$ cat config.mk
export PLATFORM = sky130hd
export DESIGN_NAME = multi_stream_swb_lcg_rng_unit
export DESIGN_NICKNAME = d
export VERILOG_FILES = /design/src/msrng_pkg.sv /design/src/msrng_step.sv /design/src/multi_stream_swb_lcg_rng_unit.sv
export SDC_FILE = /design/constraint.sdc
export NUM_CORES = 2
export LEC_CHECK = 0
export BUFFER_PORTS_ARGS = -buffer_cell sky130_fd_sc_hd__buf_2
export CAP_MARGIN = 20
export CORE_ASPECT_RATIO = 1.2
export CORE_MARGIN = 10
export CORE_UTILIZATION = 35
export CTS_BUF_LIST = sky130_fd_sc_hd__clkbuf_4
export CTS_CLUSTER_SIZE = 40
export DETAILED_ROUTE_END_ITERATION = 10
export GPL_ROUTABILITY_DRIVEN = 0
export PLACE_DENSITY = 0.61
export SYNTH_ARGS = -nofsm -noshare
export SYNTH_HDL_FRONTEND = slang
export SYNTH_SLANG_ARGS = --single-unit
$ cat constraint.sdc
create_clock -name clk_i -period 25.5 [get_ports clk_i]
set_input_delay 0 -clock clk_i [delete_from_list [all_inputs] [get_ports clk_i]]
set_output_delay 0 -clock clk_i [all_outputs]
set_load 0.01 [all_outputs]
$ cat src/msrng_pkg.sv
// ----------------------------------------------------------------------------
// Multi-stream random generator package
// Shared constants, opcodes and the per-stream word bundle.
// ----------------------------------------------------------------------------
package msrng_pkg;

  // Default number of streams held in the bank.
  localparam int unsigned NumStreamsDefault = 8;

  // Field widths fixed by the item format.
  localparam int unsigned OpW     = 3;
  localparam int unsigned StreamW = 3;
  localparam int unsigned WordW   = 32;

  // Highest number of streams the stream field can address.
  localparam int unsigned MaxAddressable = 1 << StreamW;

  // Generator constants.
  localparam logic [WordW-1:0] LcgMul    = 32'd69069;
  localparam logic [WordW-1:0] LcgAdd    = 32'd1013904243;
  localparam logic [WordW-1:0] SwbOffset = 32'd18;

  // Default words of every stream.
  localparam logic [WordW-1:0] DefLagA     = 32'd521288629;
  localparam logic [WordW-1:0] DefLagB     = 32'd362436069;
  localparam logic [WordW-1:0] DefLagC     = 32'd1613801;
  localparam logic [WordW-1:0] DefBorrow   = 32'd1;
  localparam logic [WordW-1:0] DefPosition = 32'd1131199209;

  // Operation codes carried with each item.
  typedef enum logic [OpW-1:0] {
    OP_NEXT   = 3'd0,
    OP_LOAD   = 3'd1,
    OP_SETPOS = 3'd2,
    OP_RESET  = 3'd3,
    OP_READ   = 3'd4
  } op_e;

  // The five words that make up one stream's state.
  typedef struct packed {
    logic [WordW-1:0] lag_a;
    logic [WordW-1:0] lag_b;
    logic [WordW-1:0] lag_c;
    logic [WordW-1:0] borrow;
    logic [WordW-1:0] position;
  } words_t;

  localparam words_t DefWords = '{
    lag_a:    DefLagA,
    lag_b:    DefLagB,
    lag_c:    DefLagC,
    borrow:   DefBorrow,
    position: DefPosition
  };

endpackage

$ cat src/msrng_step.sv
// ----------------------------------------------------------------------------
// Multi-stream random generator step
// Applies one operation to one stream's words and forms the random number.
// ----------------------------------------------------------------------------
module msrng_step (
  input  logic [msrng_pkg::OpW-1:0]   op_i,
  input  msrng_pkg::words_t           cur_i,
  input  msrng_pkg::words_t           load_i,
  output msrng_pkg::words_t           nxt_o,
  output logic [msrng_pkg::WordW-1:0] rand_o
);

  logic [msrng_pkg::WordW-1:0] sum_t;
  logic [msrng_pkg::WordW-1:0] swb_s;
  logic                        swb_borrow;
  logic [msrng_pkg::WordW-1:0] lcg_p;
  msrng_pkg::words_t           adv;

  // Subtract-with-borrow step; the borrow word joins the sum at full width.
  always_comb begin
    sum_t = cur_i.lag_a + cur_i.borrow;
    if (cur_i.lag_b > sum_t) begin
      swb_s      = cur_i.lag_b - sum_t;
      swb_borrow = 1'b0;
    end else begin
      swb_s      = sum_t - cur_i.lag_b - msrng_pkg::SwbOffset;
      swb_borrow = 1'b1;
    end
  end

  // Congruential update, constant multiply modulo 2^32.
  assign lcg_p = cur_i.position * msrng_pkg::LcgMul + msrng_pkg::LcgAdd;

  // Words after an advance: lags shift down, the new lag enters at the top.
  always_comb begin
    adv.lag_a    = cur_i.lag_b;
    adv.lag_b    = cur_i.lag_c;
    adv.lag_c    = swb_s;
    adv.borrow   = {{(msrng_pkg::WordW-1){1'b0}}, swb_borrow};
    adv.position = lcg_p;
  end

  // Select the new words and the random number by operation.
  always_comb begin
    nxt_o  = cur_i;
    rand_o = '0;
    case (msrng_pkg::op_e'(op_i))
      msrng_pkg::OP_NEXT: begin
        nxt_o  = adv;
        rand_o = swb_s + lcg_p;
      end
      msrng_pkg::OP_LOAD: begin
        nxt_o = load_i;
      end
      msrng_pkg::OP_SETPOS: begin
        nxt_o.position = load_i.position;
      end
      msrng_pkg::OP_RESET: begin
        nxt_o = msrng_pkg::DefWords;
      end
      default: begin
        // Read and unused codes leave the stream unchanged.
        nxt_o = cur_i;
      end
    endcase
  end

endmodule

$ cat src/multi_stream_swb_lcg_rng_unit.sv
// ----------------------------------------------------------------------------
// Multi-stream random generator
// Bank of independent subtract-with-borrow plus congruential streams.
// ----------------------------------------------------------------------------
// Each item passes through the input register, then the result register, before its
// result can be taken. Throughput: one item per cycle while the result side is not
// stalled, including items to the same stream back to back; the bank write and the
// result register update at the same edge. Reset sets every stream to its default
// words at once and empties both registers.
module multi_stream_swb_lcg_rng_unit #(
  parameter int unsigned NUM_STREAMS = msrng_pkg::NumStreamsDefault
) (
  input  logic         clk_i,
  input  logic         rst_ni,
  // Input items.
  input  logic         s_axis_tvalid_i,
  output logic         s_axis_tready_o,
  // new_lag_a, new_lag_b, new_lag_c, new_borrow, new_position
  input  logic [159:0] s_axis_tdata_i,
  // opcode, stream
  input  logic [5:0]   s_axis_tuser_i,
  // Result items.
  output logic         m_axis_tvalid_o,
  input  logic         m_axis_tready_i,
  // rand_value, stored_lag_a, stored_lag_b, stored_lag_c, stored_borrow,
  // stored_position
  output logic [191:0] m_axis_tdata_o
);

  localparam int unsigned W = msrng_pkg::WordW;
  // Streams beyond what the stream field can address are never reached.
  localparam int unsigned NumBanks = (NUM_STREAMS < msrng_pkg::MaxAddressable) ?
                                     NUM_STREAMS : msrng_pkg::MaxAddressable;
  localparam int unsigned IdxW = (NumBanks > 1) ? $clog2(NumBanks) : 1;
  localparam logic [msrng_pkg::StreamW:0] NumBanksL = (msrng_pkg::StreamW+1)'(NumBanks);

  // Input register.
  logic                            in_valid_q;
  logic [msrng_pkg::OpW-1:0]       in_op_q;
  logic [msrng_pkg::StreamW-1:0]   in_stream_q;
  msrng_pkg::words_t               in_load_q;

  // Result register.
  logic                            out_valid_q;
  logic [W-1:0]                    out_rand_q;
  msrng_pkg::words_t               out_words_q;

  // Stream bank.
  msrng_pkg::words_t               bank_q [NumBanks];

  logic                            advance;
  logic                            fire;
  logic                            stream_ok;
  logic [IdxW-1:0]                 idx;
  msrng_pkg::words_t               cur;
  msrng_pkg::words_t               nxt;
  logic [W-1:0]                    rand_val;

  // The result register moves when empty or when its item is taken.
  assign advance         = !out_valid_q || m_axis_tready_i;
  assign fire            = in_valid_q && advance;
  assign s_axis_tready_o = !in_valid_q || advance;

  // Stream selection; an out-of-range stream yields an all-zero result.
  assign stream_ok = {1'b0, in_stream_q} < NumBanksL;
  assign idx       = in_stream_q[IdxW-1:0];
  assign cur       = stream_ok ? bank_q[idx] : msrng_pkg::DefWords;

  msrng_step u_step (
    .op_i   (in_op_q),
    .cur_i  (cur),
    .load_i (in_load_q),
    .nxt_o  (nxt),
    .rand_o (rand_val)
  );

  // Input register control.
  always_ff @(posedge clk_i or negedge rst_ni) begin
    if (!rst_ni) begin
      in_valid_q <= 1'b0;
    end else if (s_axis_tready_o) begin
      in_valid_q <= s_axis_tvalid_i;
    end
  end

  // Input register payload.
  always_ff @(posedge clk_i) begin
    if (s_axis_tvalid_i && s_axis_tready_o) begin
      in_op_q            <= s_axis_tuser_i[2:0];
      in_stream_q        <= s_axis_tuser_i[5:3];
      in_load_q.lag_a    <= s_axis_tdata_i[31:0];
      in_load_q.lag_b    <= s_axis_tdata_i[63:32];
      in_load_q.lag_c    <= s_axis_tdata_i[95:64];
      in_load_q.borrow   <= s_axis_tdata_i[127:96];
      in_load_q.position <= s_axis_tdata_i[159:128];
    end
  end

  // Result register control.
  always_ff @(posedge clk_i or negedge rst_ni) begin
    if (!rst_ni) begin
      out_valid_q <= 1'b0;
    end else if (advance) begin
      out_valid_q <= in_valid_q;
    end
  end

  // Result register payload.
  always_ff @(posedge clk_i) begin
    if (fire) begin
      out_rand_q  <= stream_ok ? rand_val : '0;
      out_words_q <= stream_ok ? nxt : '0;
    end
  end

  // Stream bank: defaults on reset, written back as each in-range item completes.
  always_ff @(posedge clk_i or negedge rst_ni) begin
    if (!rst_ni) begin
      for (int i = 0; i < NumBanks; i++) begin
        bank_q[i] <= msrng_pkg::DefWords;
      end
    end else if (fire && stream_ok) begin
      bank_q[idx] <= nxt;
    end
  end

  // Output packing, first field in the lowest bits.
  assign m_axis_tvalid_o = out_valid_q;
  assign m_axis_tdata_o  = {out_words_q.position, out_words_q.borrow,
                            out_words_q.lag_c, out_words_q.lag_b,
                            out_words_q.lag_a, out_rand_q};

endmodule

==> flow_summary.ini <==
[outcome]
status = complete, no violations

[global_routing]
grtUsageTotal_pct = 22.5
grt_overflow = 0
antenna_found_initial = 18
first_global_vias = 65600
grt_pass1_wl_um = 434000
grt_start_max_net_pins = 180

[sta]
maxSlewHeadroom_pct = 12.6
fin_setup_tns_ns = 0
rsz0062_at_grt = no
period_share_pct = 47.8
hold_viol_final = 0
period_minus_slack_ns = 12.18
fmax_ghz = 0.0821
worst_pin_slew_ns = 1.31
setup_viol = 0
fin_skew_ns = 0.153
finalWorstSetupSlack_ns = 13.32
slew_viol_final = 0

[placement]
dpl.hpwl_um = 194000
dpl_worst_slack_ns = 13.69
portBuffers = 363
dp.cells = 10400

[cells_and_area]
regArea_um2 = 43500
final_cells = 11800
synthToLayoutAreaGrowth_pct = 19.4
final_cell_mix = nand2_1, o21ai_0, dfrtp_1
nNetsFinal = 8997
drive_gt1_share_pct = 26.3
final_common_cell = nand2_1
multi_input_area_um2 = 35100
fillers = 22100
fin_util_pct = 42.0

[logic_synthesis]
synthTopCellsByArea = dfrtp_1, dfstp_2, edfxtp_1, mux2_2, a22oi_1
ys_ff_latch = 1640
synth-edff-count = 358
synth_top_area_share_pct = 23.5
synthCells = 7376
yosys_warnings = 0
yosys.area.top_type = dfrtp_1
netlist_area_um2 = 82000
syn_avg_cell_area_um2 = 11.1
synth.distinct_cells = 85
async_flop_share_pct = 78.2
synth_seq_area_share_pct = 53.0
synthFlopType = dfrtp_1
syn_nets = 8020

[clocking]
clockBufferDepth = 4
cts_setup_buffers = 0
clockRootBuffer = clkbuf_4
cts_inserted_buffers = 434
clk_latency_ns = 1.35
clock-sinks = 1640
cts_tree = yes
cts_resized = 0
htree_levels = 5
cts_hold_buf = 506
clk_pin_slew_ns = 0.06

[setup_path]
r2r_start = idx[2]$_DFFE_PP_
cp_data_required_time_ns = 26.67
arrival_ns = 13.35
regToRegEndpoint = out_rand_q[31]$_SDFFCE_PN0P_
cpMaxStageDelayCell = a2111oi_0
setup.worst_path.start = idx[2]$_DFFE_PP_
r2r_setup_slack_ns = 13.32
critPathMaxStageDelay_ns = 0.81
rr_worst_depth = 39
cp_max_fo = 45
crit_top_cell = buf_4
crit_type = flop to flop
crit_path_end_kind = flop
start_kind = flop

[route]
dr_total_vias = 64800
wirelength_um = 295000
ant_nets = 0
viasPerCell = 5.51
wl_per_cell_um = 25.1
drtIter0Drc = 5961
drt_pass1_iterations = 8
drc = 0

[die]
row_count = 194
chipHeight_um = 550
io_pins = 364
chipWidth_um = 462
die-area_um2 = 254000
initial_core_util_pct = 35.2
design.core.area_um2 = 233000

[hold_path]
hold_end = in_load_q[1]$_DFFE_PP_
worstHoldStart = s_axis_tdata_i[129]
hold_class = primary input to flop
worstHoldPathCells = 3

[flow_run]
drv_cap = 0
cell families after synthesis:
| family | after synthesis | share of synthesized area (%) |
|---|---|---|
| compound gates | 2062 | 15.9 |
| flops | 1640 | 53.0 |
| simple gates | 1484 | 7.91 |
| buf+inv | 949 | 4.43 |
| mux | 631 | 8.54 |
| fa+ha+maj | 474 | 8.76 |
| xor+xnor | 136 | 1.49 |
flip-flops by register name (all words and copies together), names as in the netlist:
signal           flops
bank_q            1280
m_axis_tdata_o     160
idx                  3
in_load_q          160
in_valid_q           1
m_axis_tvalid_o      1
in_op_q              3
out_rand_q          32
through the flow:
step | instance area (µm²) | hold WS (ns)
CTS | 97800 | 0.0167
finish | 97900 | 0.122
global placement | 87000 | 0.103
floorplan | 82000 | -0.296
detailed placement | 87000 | 0.120
global route | 97900 | 0.0282
synthesized netlist by cell type, types with 15 or more instances:
cell type  count
a211oi_1      33
a21o_1        70
a21oi_1      210
a22oi_1      637
a31oi_1       23
and2_1        19
and3_1        28
buf_1         47
clkbuf_1     387
dfrtp_1      770
dfstp_2      512
edfxtp_1     358
fa_1         167
ha_1         307
inv_1        493
mux2_2       524
mux2i_1      104
nand2_1      895
nand2b_1      18
nand3_1       30
nand4_1      150
nor2_1       223
nor2b_1       16
nor3_1        35
o21a_1        32
o21ai_0      849
o31ai_1       38
or3_1         15
xnor2_1       89
xor2_1        45
final cells by class:
| cell class | count | share of cell area, % |
|---|---|---|
| inverter | 493 | 1.90 |
| clock inverter | 110 | 0.619 |
| clock buffer | 680 | 5.21 |
| tap | 3038 | 3.88 |
| sequential | 1640 | 44.4 |
| antenna | 7 | 0.0179 |
| multi-input combinational | 4787 | 35.8 |
| timing repair buffer | 997 | 8.15 |
metal layers:
metal	share of wire [%]	vias to the layer above	global-route usage, %
li1	-	28600	-
met1	41	32400	29.7
met2	45	3008	34.7
met3	8.0	738	4.65
met4	6.0	12	12.3
met5	0.031	-	0
how the worst max path moves through the flow:
stage	endpoint	slack, ns	cells after the start
floorplan	out_rand_q[31]$_SDFFCE_PN0P_	16.12	37
global placement	out_rand_q[31]$_SDFFCE_PN0P_	13.61	39
detailed placement	out_rand_q[31]$_SDFFCE_PN0P_	13.69	39
CTS	out_rand_q[31]$_SDFFCE_PN0P_	13.53	39
global route	out_rand_q[31]$_SDFFCE_PN0P_	12.49	39
finish	out_rand_q[31]$_SDFFCE_PN0P_	13.32	39
critical path: cells and delay by family, from the launching register on:
family | cells | cell delay (ns)
and+or+nand+nor | 14 | 3.46
adders and majority gates | 3 | 1.03
AOI/OAI and AO/OA | 17 | 4.65
buffers and inverters | 5 | 2.48
DFF | 1 | 0.36
Power is not shown: default switching activity piles up to over one toggle a cycle in this logic, so the estimate is an artifact.
